[config.mk]
export PLATFORM = sky130hd
export DESIGN_NAME = lru_key_value_cache
export DESIGN_NICKNAME = d
export VERILOG_FILES = /design/src/lkvc_pkg.sv /design/src/lru_key_value_cache.sv /design/src/lkvc_cell.sv
export SDC_FILE = /design/constraint.sdc
export NUM_CORES = 2
export LEC_CHECK = 0
export ABC_AREA = 1
export ABC_CLOCK_PERIOD_IN_PS = 27100
export BUFFER_PORTS_ARGS = -buffer_cell sky130_fd_sc_hd__buf_4
export CAP_MARGIN = 30
export CORE_MARGIN = 2
export CORE_UTILIZATION = 38
export CTS_BUF_LIST = sky130_fd_sc_hd__clkbuf_4
export CTS_CLUSTER_SIZE = 28
export DETAILED_ROUTE_END_ITERATION = 16
export GPL_TIMING_DRIVEN = 0
export PLACE_DENSITY_LB_ADDON = 0.05
export REMOVE_ABC_BUFFERS = 1
export SLEW_MARGIN = 10
export SYNTH_ARGS = -nofsm -noshare
export SYNTH_HDL_FRONTEND = slang
export SYNTH_SLANG_ARGS = --single-unit
[constraint.sdc]
create_clock -name clk -period 27.1 [get_ports clk]
set_input_delay 1.355 -clock clk [delete_from_list [all_inputs] [get_ports clk]]
set_output_delay 1.355 -clock clk [all_outputs]
set_load 0.005 [all_outputs]
[src/lkvc_pkg.sv]
`default_nettype none
package lkvc_pkg;

  localparam int ENTRIES   = 16;
  localparam int KEY_W     = 32;
  localparam int VALUE_W   = 32;
  localparam int CAP_W     = 5;
  localparam int CNT_W     = $clog2(ENTRIES + 1);
  localparam int CMP_W     = (CNT_W > CAP_W) ? CNT_W : CAP_W;
  localparam int ADDR_W    = 3;
  localparam int DATA_W    = 32;

  localparam logic [CAP_W-1:0]   CAP_RESET  = CAP_W'(16);
  localparam logic [VALUE_W-1:0] MISS_VALUE = '1;
  localparam logic [VALUE_W-1:0] PUT_VALUE  = '0;

  typedef enum logic {
    REQ_GET = 1'b0,
    REQ_PUT = 1'b1
  } req_t;

  typedef enum logic {
    REG_CAPACITY = 1'b0,
    REG_NONE     = 1'b1
  } reg_idx_t;

  typedef struct packed {
    logic               valid;
    logic [KEY_W-1:0]   key;
    logic [VALUE_W-1:0] value;
  } entry_t;

  typedef struct packed {
    logic update;
    logic hit;
    logic fill;
  } mode_t;

  typedef struct packed {
    logic               pass;
    logic               found;
    logic [VALUE_W-1:0] found_value;
  } chain_t;

endpackage
`default_nettype wire

[src/lru_key_value_cache.sv]
// Fully associative key/value cache with least-recently-used replacement.
// Request channel: in_valid / in_stall with req_type, lookup_key and
// write_value. A get returns the stored value with hit set, or all ones with
// hit clear; a put writes the value (update or insert) and returns zero, with
// hit telling whether the key was already present.
// Result channel: out_valid / out_stall with hit and read_value, one result
// per request, in request order.
// The result is registered at the edge that accepts the request. One
// request per cycle is taken while the result register is free or being
// drained; the whole update is one pass down the cell row.
// The entries sit in a row of 16 cells ordered by recency, cell 0 being the
// most recent; an update shifts cells down by one up to the hit, free or
// victim cell and loads the request at cell 0.
// While out_stall holds a waiting result, in_stall is raised and the result
// is held. Reset empties the cache and sets capacity_in_use to 16; the APB
// register at address 0 sets how many entries are held before evicting.
`default_nettype none
module lru_key_value_cache import lkvc_pkg::*; (
  input  wire logic                clk,
  input  wire logic                rst,
  input  wire logic                psel,
  input  wire logic                penable,
  input  wire logic                pwrite,
  input  wire logic [ADDR_W-1:0]   paddr,
  input  wire logic [DATA_W-1:0]   pwdata,
  output logic      [DATA_W-1:0]   prdata,
  output logic                     pready,
  input  wire logic                in_valid,
  output logic                     in_stall,
  input  wire logic                req_type,
  input  wire logic signed [KEY_W-1:0]   lookup_key,
  input  wire logic signed [VALUE_W-1:0] write_value,
  output logic                     out_valid,
  input  wire logic                out_stall,
  output logic                     hit,
  output logic signed [VALUE_W-1:0] read_value
);

  logic [CAP_W-1:0] capacity_in_use;
  logic [CNT_W-1:0] entries_used;
  logic             accept;
  logic             is_put;
  logic             free;
  logic [CMP_W-1:0] used_x;
  logic [CMP_W-1:0] cap_x;
  logic [KEY_W-1:0] key_u;
  entry_t           new_entry;
  mode_t            mode;
  entry_t           entries [ENTRIES];
  chain_t           chain [ENTRIES+1];
  logic [ENTRIES-1:0] valid_vec;

  assign pready = 1'b1;

  always_ff @(posedge clk) begin
    if (rst) begin
      capacity_in_use <= CAP_RESET;
    end else if (psel && penable && pwrite && pready && paddr[2] == REG_CAPACITY) begin
      capacity_in_use <= pwdata[CAP_W-1:0];
    end
  end

  always_comb begin
    if (paddr[2] == REG_CAPACITY) begin
      prdata = DATA_W'(capacity_in_use);
    end else begin
      prdata = '0;
    end
  end

  assign in_stall = out_valid && out_stall;
  assign accept   = in_valid && !in_stall;
  assign is_put   = (req_type == REQ_PUT);
  assign key_u    = lookup_key;
  assign used_x   = CMP_W'(entries_used);
  assign cap_x    = CMP_W'(capacity_in_use);

  assign chain[0] = '{pass: 1'b1, found: 1'b0, found_value: '0};

  always_comb begin
    free = (used_x < cap_x || used_x == '0) && used_x < CMP_W'(ENTRIES);
    mode.hit    = chain[ENTRIES].found;
    mode.fill   = !chain[ENTRIES].found && free;
    mode.update = accept && (is_put || chain[ENTRIES].found);
    new_entry.valid = 1'b1;
    new_entry.key   = key_u;
    new_entry.value = is_put ? write_value : chain[ENTRIES].found_value;
  end

  for (genvar i = 0; i < ENTRIES; i++) begin : g_cell
    entry_t prev_i;
    logic   next_valid_i;
    if (i == 0) begin : g_head
      assign prev_i = new_entry;
    end else begin : g_body
      assign prev_i = entries[i-1];
    end
    if (i == ENTRIES - 1) begin : g_tail
      assign next_valid_i = 1'b0;
    end else begin : g_inner
      assign next_valid_i = entries[i+1].valid;
    end
    lkvc_cell u_cell (
      .clk        (clk),
      .rst        (rst),
      .prev       (prev_i),
      .next_valid (next_valid_i),
      .lookup_key (key_u),
      .mode       (mode),
      .chain_in   (chain[i]),
      .chain_out  (chain[i+1]),
      .entry      (entries[i])
    );
    assign valid_vec[i] = entries[i].valid;
  end

  always_ff @(posedge clk) begin
    if (rst) begin
      entries_used <= '0;
    end else if (mode.update && is_put && mode.fill) begin
      entries_used <= entries_used + CNT_W'(1);
    end
  end

  always_ff @(posedge clk) begin
    if (rst) begin
      out_valid <= 1'b0;
    end else if (accept) begin
      out_valid <= 1'b1;
    end else if (!out_stall) begin
      out_valid <= 1'b0;
    end
  end

  always_ff @(posedge clk) begin
    if (accept) begin
      hit <= chain[ENTRIES].found;
      if (is_put) begin
        read_value <= PUT_VALUE;
      end else if (chain[ENTRIES].found) begin
        read_value <= chain[ENTRIES].found_value;
      end else begin
        read_value <= MISS_VALUE;
      end
    end
  end

  a_used_bound: assert property (@(posedge clk) disable iff (rst)
    CMP_W'(entries_used) <= CMP_W'(ENTRIES))
    else $error("entry count beyond the cell row");

  a_used_matches_cells: assert property (@(posedge clk) disable iff (rst)
    $countones(valid_vec) == 32'(entries_used))
    else $error("entry count disagrees with valid cells");

  a_result_follows: assert property (@(posedge clk) disable iff (rst)
    accept |=> out_valid)
    else $error("accepted request gave no result");

  a_put_result_zero: assert property (@(posedge clk) disable iff (rst)
    accept && is_put |=> read_value == PUT_VALUE)
    else $error("put result not zero");

endmodule
`default_nettype wire

[src/lkvc_cell.sv]
`default_nettype none
module lkvc_cell import lkvc_pkg::*; (
  input  wire logic             clk,
  input  wire logic             rst,
  input  wire entry_t           prev,
  input  wire logic             next_valid,
  input  wire logic [KEY_W-1:0] lookup_key,
  input  wire mode_t            mode,
  input  wire chain_t           chain_in,
  output chain_t                chain_out,
  output entry_t                entry
);

  logic match;
  logic stop;
  logic load;

  always_comb begin
    match = entry.valid && (entry.key == lookup_key);
    if (mode.hit) begin
      stop = match;
    end else if (mode.fill) begin
      stop = !entry.valid;
    end else begin
      stop = entry.valid && !next_valid;
    end
    load = mode.update && chain_in.pass;
    chain_out.pass        = chain_in.pass && !stop;
    chain_out.found       = chain_in.found || match;
    chain_out.found_value = match ? entry.value : chain_in.found_value;
  end

  // shift the neighbor's entry in
  always_ff @(posedge clk) begin
    if (load) begin
      entry.key   <= prev.key;
      entry.value <= prev.value;
    end
    if (rst) begin
      entry.valid <= 1'b0;
    end else if (load) begin
      entry.valid <= prev.valid;
    end
  end

endmodule
`default_nettype wire

==> flow_summary.yaml <==
logic_synthesis:
  netlist_instances: 4718
  ys_ff_latch: 1084
  async_reset_ff_frac: 0
  synth.top_cell.area_share: 0.6580
  synth_edf_count: 1057
  synth.avg_cell_area_um2: 10.22
  synth_area_um2: 48240
  synth_largest_area_cell: "edfxtp_1"
  yosys_warnings: 0
  synth-seq-area-share: 0.6692
  yosys-top-cells-area: "edfxtp_1, nand2_1, nor2_1"
  ys_types: 44
  synth-main-ff-cell: "edfxtp_1"
setup_path:
  cp_common_cell: "nor2_4"
  cp-start-kind: "primary input"
  endpoint_kind: "register"
  startpoint: "lookup_key[29]"
  crit_family: "simple AND/OR/NAND/NOR gates"
  crit_slowest_cell: "nor2_4"
  path_buf_inv: 6
  r2r-start: "g_cell[2].u_cell.entry[38]"
  crit_path_max_incr_delay_ns: 0.75
  cp.required_ns: 27.96
  crit_fanout: 51
  cp.arrival_ns: 8.31
  path_class: "primary input to register"
  path_cells: "buf_4 > inv_2 > o21ai_0 > nor2_1 > nand3_1 > nor2_1 > nand3_1 > nor2_4 > nor2_1 > nand2_1 > nor2_4 > nand3_4 > nand3_2 > nor2_4 > buf_16 > nand3_4 > nor2_4 > nand4_2 > nor2_4 > buf_12 > nand3_1 > inv_4 > buf_16"
grt:
  antenna_found_initial: 7
  grt_pass1_wl_um: 216100
  grt-ovfl-total: 0
  grt_pass1_vias: 32983
  grt_max_degree: 66
  grt_use_total: 0.2265
clock_tree:
  cts_buffer_depth: 4
  numCtsBuffers: 321
  postCtsSetupBuffers: 0
  cts_sinks: 1084
  clock_latency_ns: 1.23
  cts.clk_slew.worst_paths_ns: 0.06
  clockRootBuffer: "clkbuf_4"
  cts_resized: 0
  cts_tree: "yes"
  cts_hold_buffers: 0
  htreeDepth: 5
die:
  die_area_um2: 129800
  fp.coreArea_um2: 125700
  initial_core_util: 0.3837
  io_pins: 175
  die-width_um: 360.3
  die_h_um: 360.3
  rows: 130
timing:
  finClkSkew_ns: 0.05746
  setup_tns_ns: 0
  clock.fmax_mhz: 134.3
  rsz0062_at_grt: "no"
  min_period_ns: 7.448
  maxSlewHeadroom: 0.3250
  hold_viol: 0
  drv_slew: 0
  whs_ns: 0.3549
  tightestPinTransition_ns: 1.009
  fin_crit_sh: 0.2748
  finalSetupViolations: 0
detailed_routing:
  ant_nets: 0
  drc: 0
  dr.max_layer_used: "met4"
  route.vias.total: 33134
  finalWirelength_um: 146100
  drt_first_pass_iters: 6
  wl_met3_um: 8736
  wl_met2_um: 62780
  drtIter0Drc: 2918
  via_per_inst: 4.820
  drt-met1-wl_um: 71570
  avgRoutedWirePerCell_um: 21.26
pwr:
  power-per-cell-area_nw_per_um2: 62.68
  intPower_uw: 2675
  sw_frac_of_total: 0.2273
  p_seq_frac: 0.529
  power_uw: 3462
  p_leak_uw: 0.02208
  ir_worst_vdd_v: 0.00004031
  clock_power_share: 0.434
  p_comb_frac: 0.037
  p_switching_uw: 786.8
layout:
  areaGrowthSynthToFinish_pct: 14.49
  nets: 5124
  drive_above_1_share: 0.1451
  final_cell_mix: "nand2_1, edfxtp_1, clkbuf_4"
  final_common_cell: "nand2_1"
run:
  timing.max_cap.violations: 0
placement:
  port_buffers: 117
  hpwl_um: 103300
  routabilityCongestion: 0.8703
status:
  status: "completed"
hold_path:
  hold_start: "rst"
  hp-class: "primary input to register"
worst paths after layout:
check	to	slack, ns	depth (start not counted)
max	g_cell[15].u_cell.entry[57]	19.65	23
min	entries_used[4]	0.35	2
max reg2reg	g_cell[15].u_cell.entry[57]	20.09	20
min reg2reg	g_cell[1].u_cell.entry[13]	0.42	0
logic make-up (layout without fill, tap and decap cells):
| group | count (synthesis) | after routing | share of synthesized area |
|---|---|---|---|
| AOI/OAI and AO/OA | 520 | 520 | 0.05551 |
| xor gates and xnor gates | 130 | 130 | 0.02360 |
| adders and majority gates | 6 | 6 | 0.001556 |
| buffers and inverters | 691 | 1165 | 0.05987 |
| DFF | 1084 | 1084 | 0.6692 |
| muxes | 1 | 1 | 0.0002334 |
| other | 2 | 34 | 0.0001557 |
| and+or+nand+nor | 2284 | 2284 | 0.1899 |
layer usage:
layer	vias to the layer above	GRT usage
met1	15647	0.3356
met2	1052	0.3339
li1	16247	-
met3	188	0.04492
met5	-	0
met4	0	0.06962
flip-flops by register name (all words and copies together), names as in the netlist:
register	count
entries_used	5
cap_x	5
read_value	32
hit	1
g_cell.u_cell.entry	1040
out_valid	1
layout make-up:
type | count | area (um^2)
Antenna cell | 6 | 15.01
Clock buffer | 489 | 3671
Clock inverter | 41 | 153.9
Fill cell | 12207 | 70510
Inverter | 469 | 1792
Multi-Input combinational cell | 2969 | 13240
Sequential cell | 1084 | 32280
Tap cell | 1650 | 2064
Timing Repair Buffer | 166 | 2007
through the flow:
| step | instances | cell area [um^2] | utilization | setup slack (ns) |
|---|---|---|---|---|
| after floorplan | 4522 | 47210 | - | 16.03 |
| after global placement | 6289 | 50150 | 0.3989 | 9.339 |
| after global routing | 6871 | 55220 | 0.4392 | 19.21 |
| after detailed placement | 6337 | 51370 | 0.4085 | 18.25 |
| final | 6874 | 55230 | 0.4392 | 19.65 |
| after CTS | 6867 | 55190 | 0.4390 | 19.62 |
power groups by stage:
| stage | sequential [uW] | clock (uW) | combinational [uW] |
|---|---|---|---|
| 5_1_grt | 1830 | 1650 | 140 |
| 6_report | 1830 | 1500 | 128 |
| 3_3_place_gp | 1870 | 0 | 126 |
| 4_1_cts | 1830 | 1560 | 129 |
| 2_1_floorplan | 1870 | 0 | 56.6 |
| 3_5_place_dp | 1870 | 0 | 128 |
cell usage after synthesis, types with 10 or more instances:
master	n
buf_1	18
nor2_1	488
nand2_1	1516
o211ai_1	18
nor2_4	10
buf_4	52
buf_2	53
or2_2	12
dfxtp_1	27
edfxtp_1	1057
o21ai_0	179
nor3_1	40
o21ai_1	60
inv_2	30
clkbuf_1	95
or2_1	17
a21oi_1	256
nand4_1	17
xnor2_1	84
xor2_1	46
or2_0	24
inv_1	437
nand3_1	136
No activity file was read; power rests on OpenSTA's default activity.
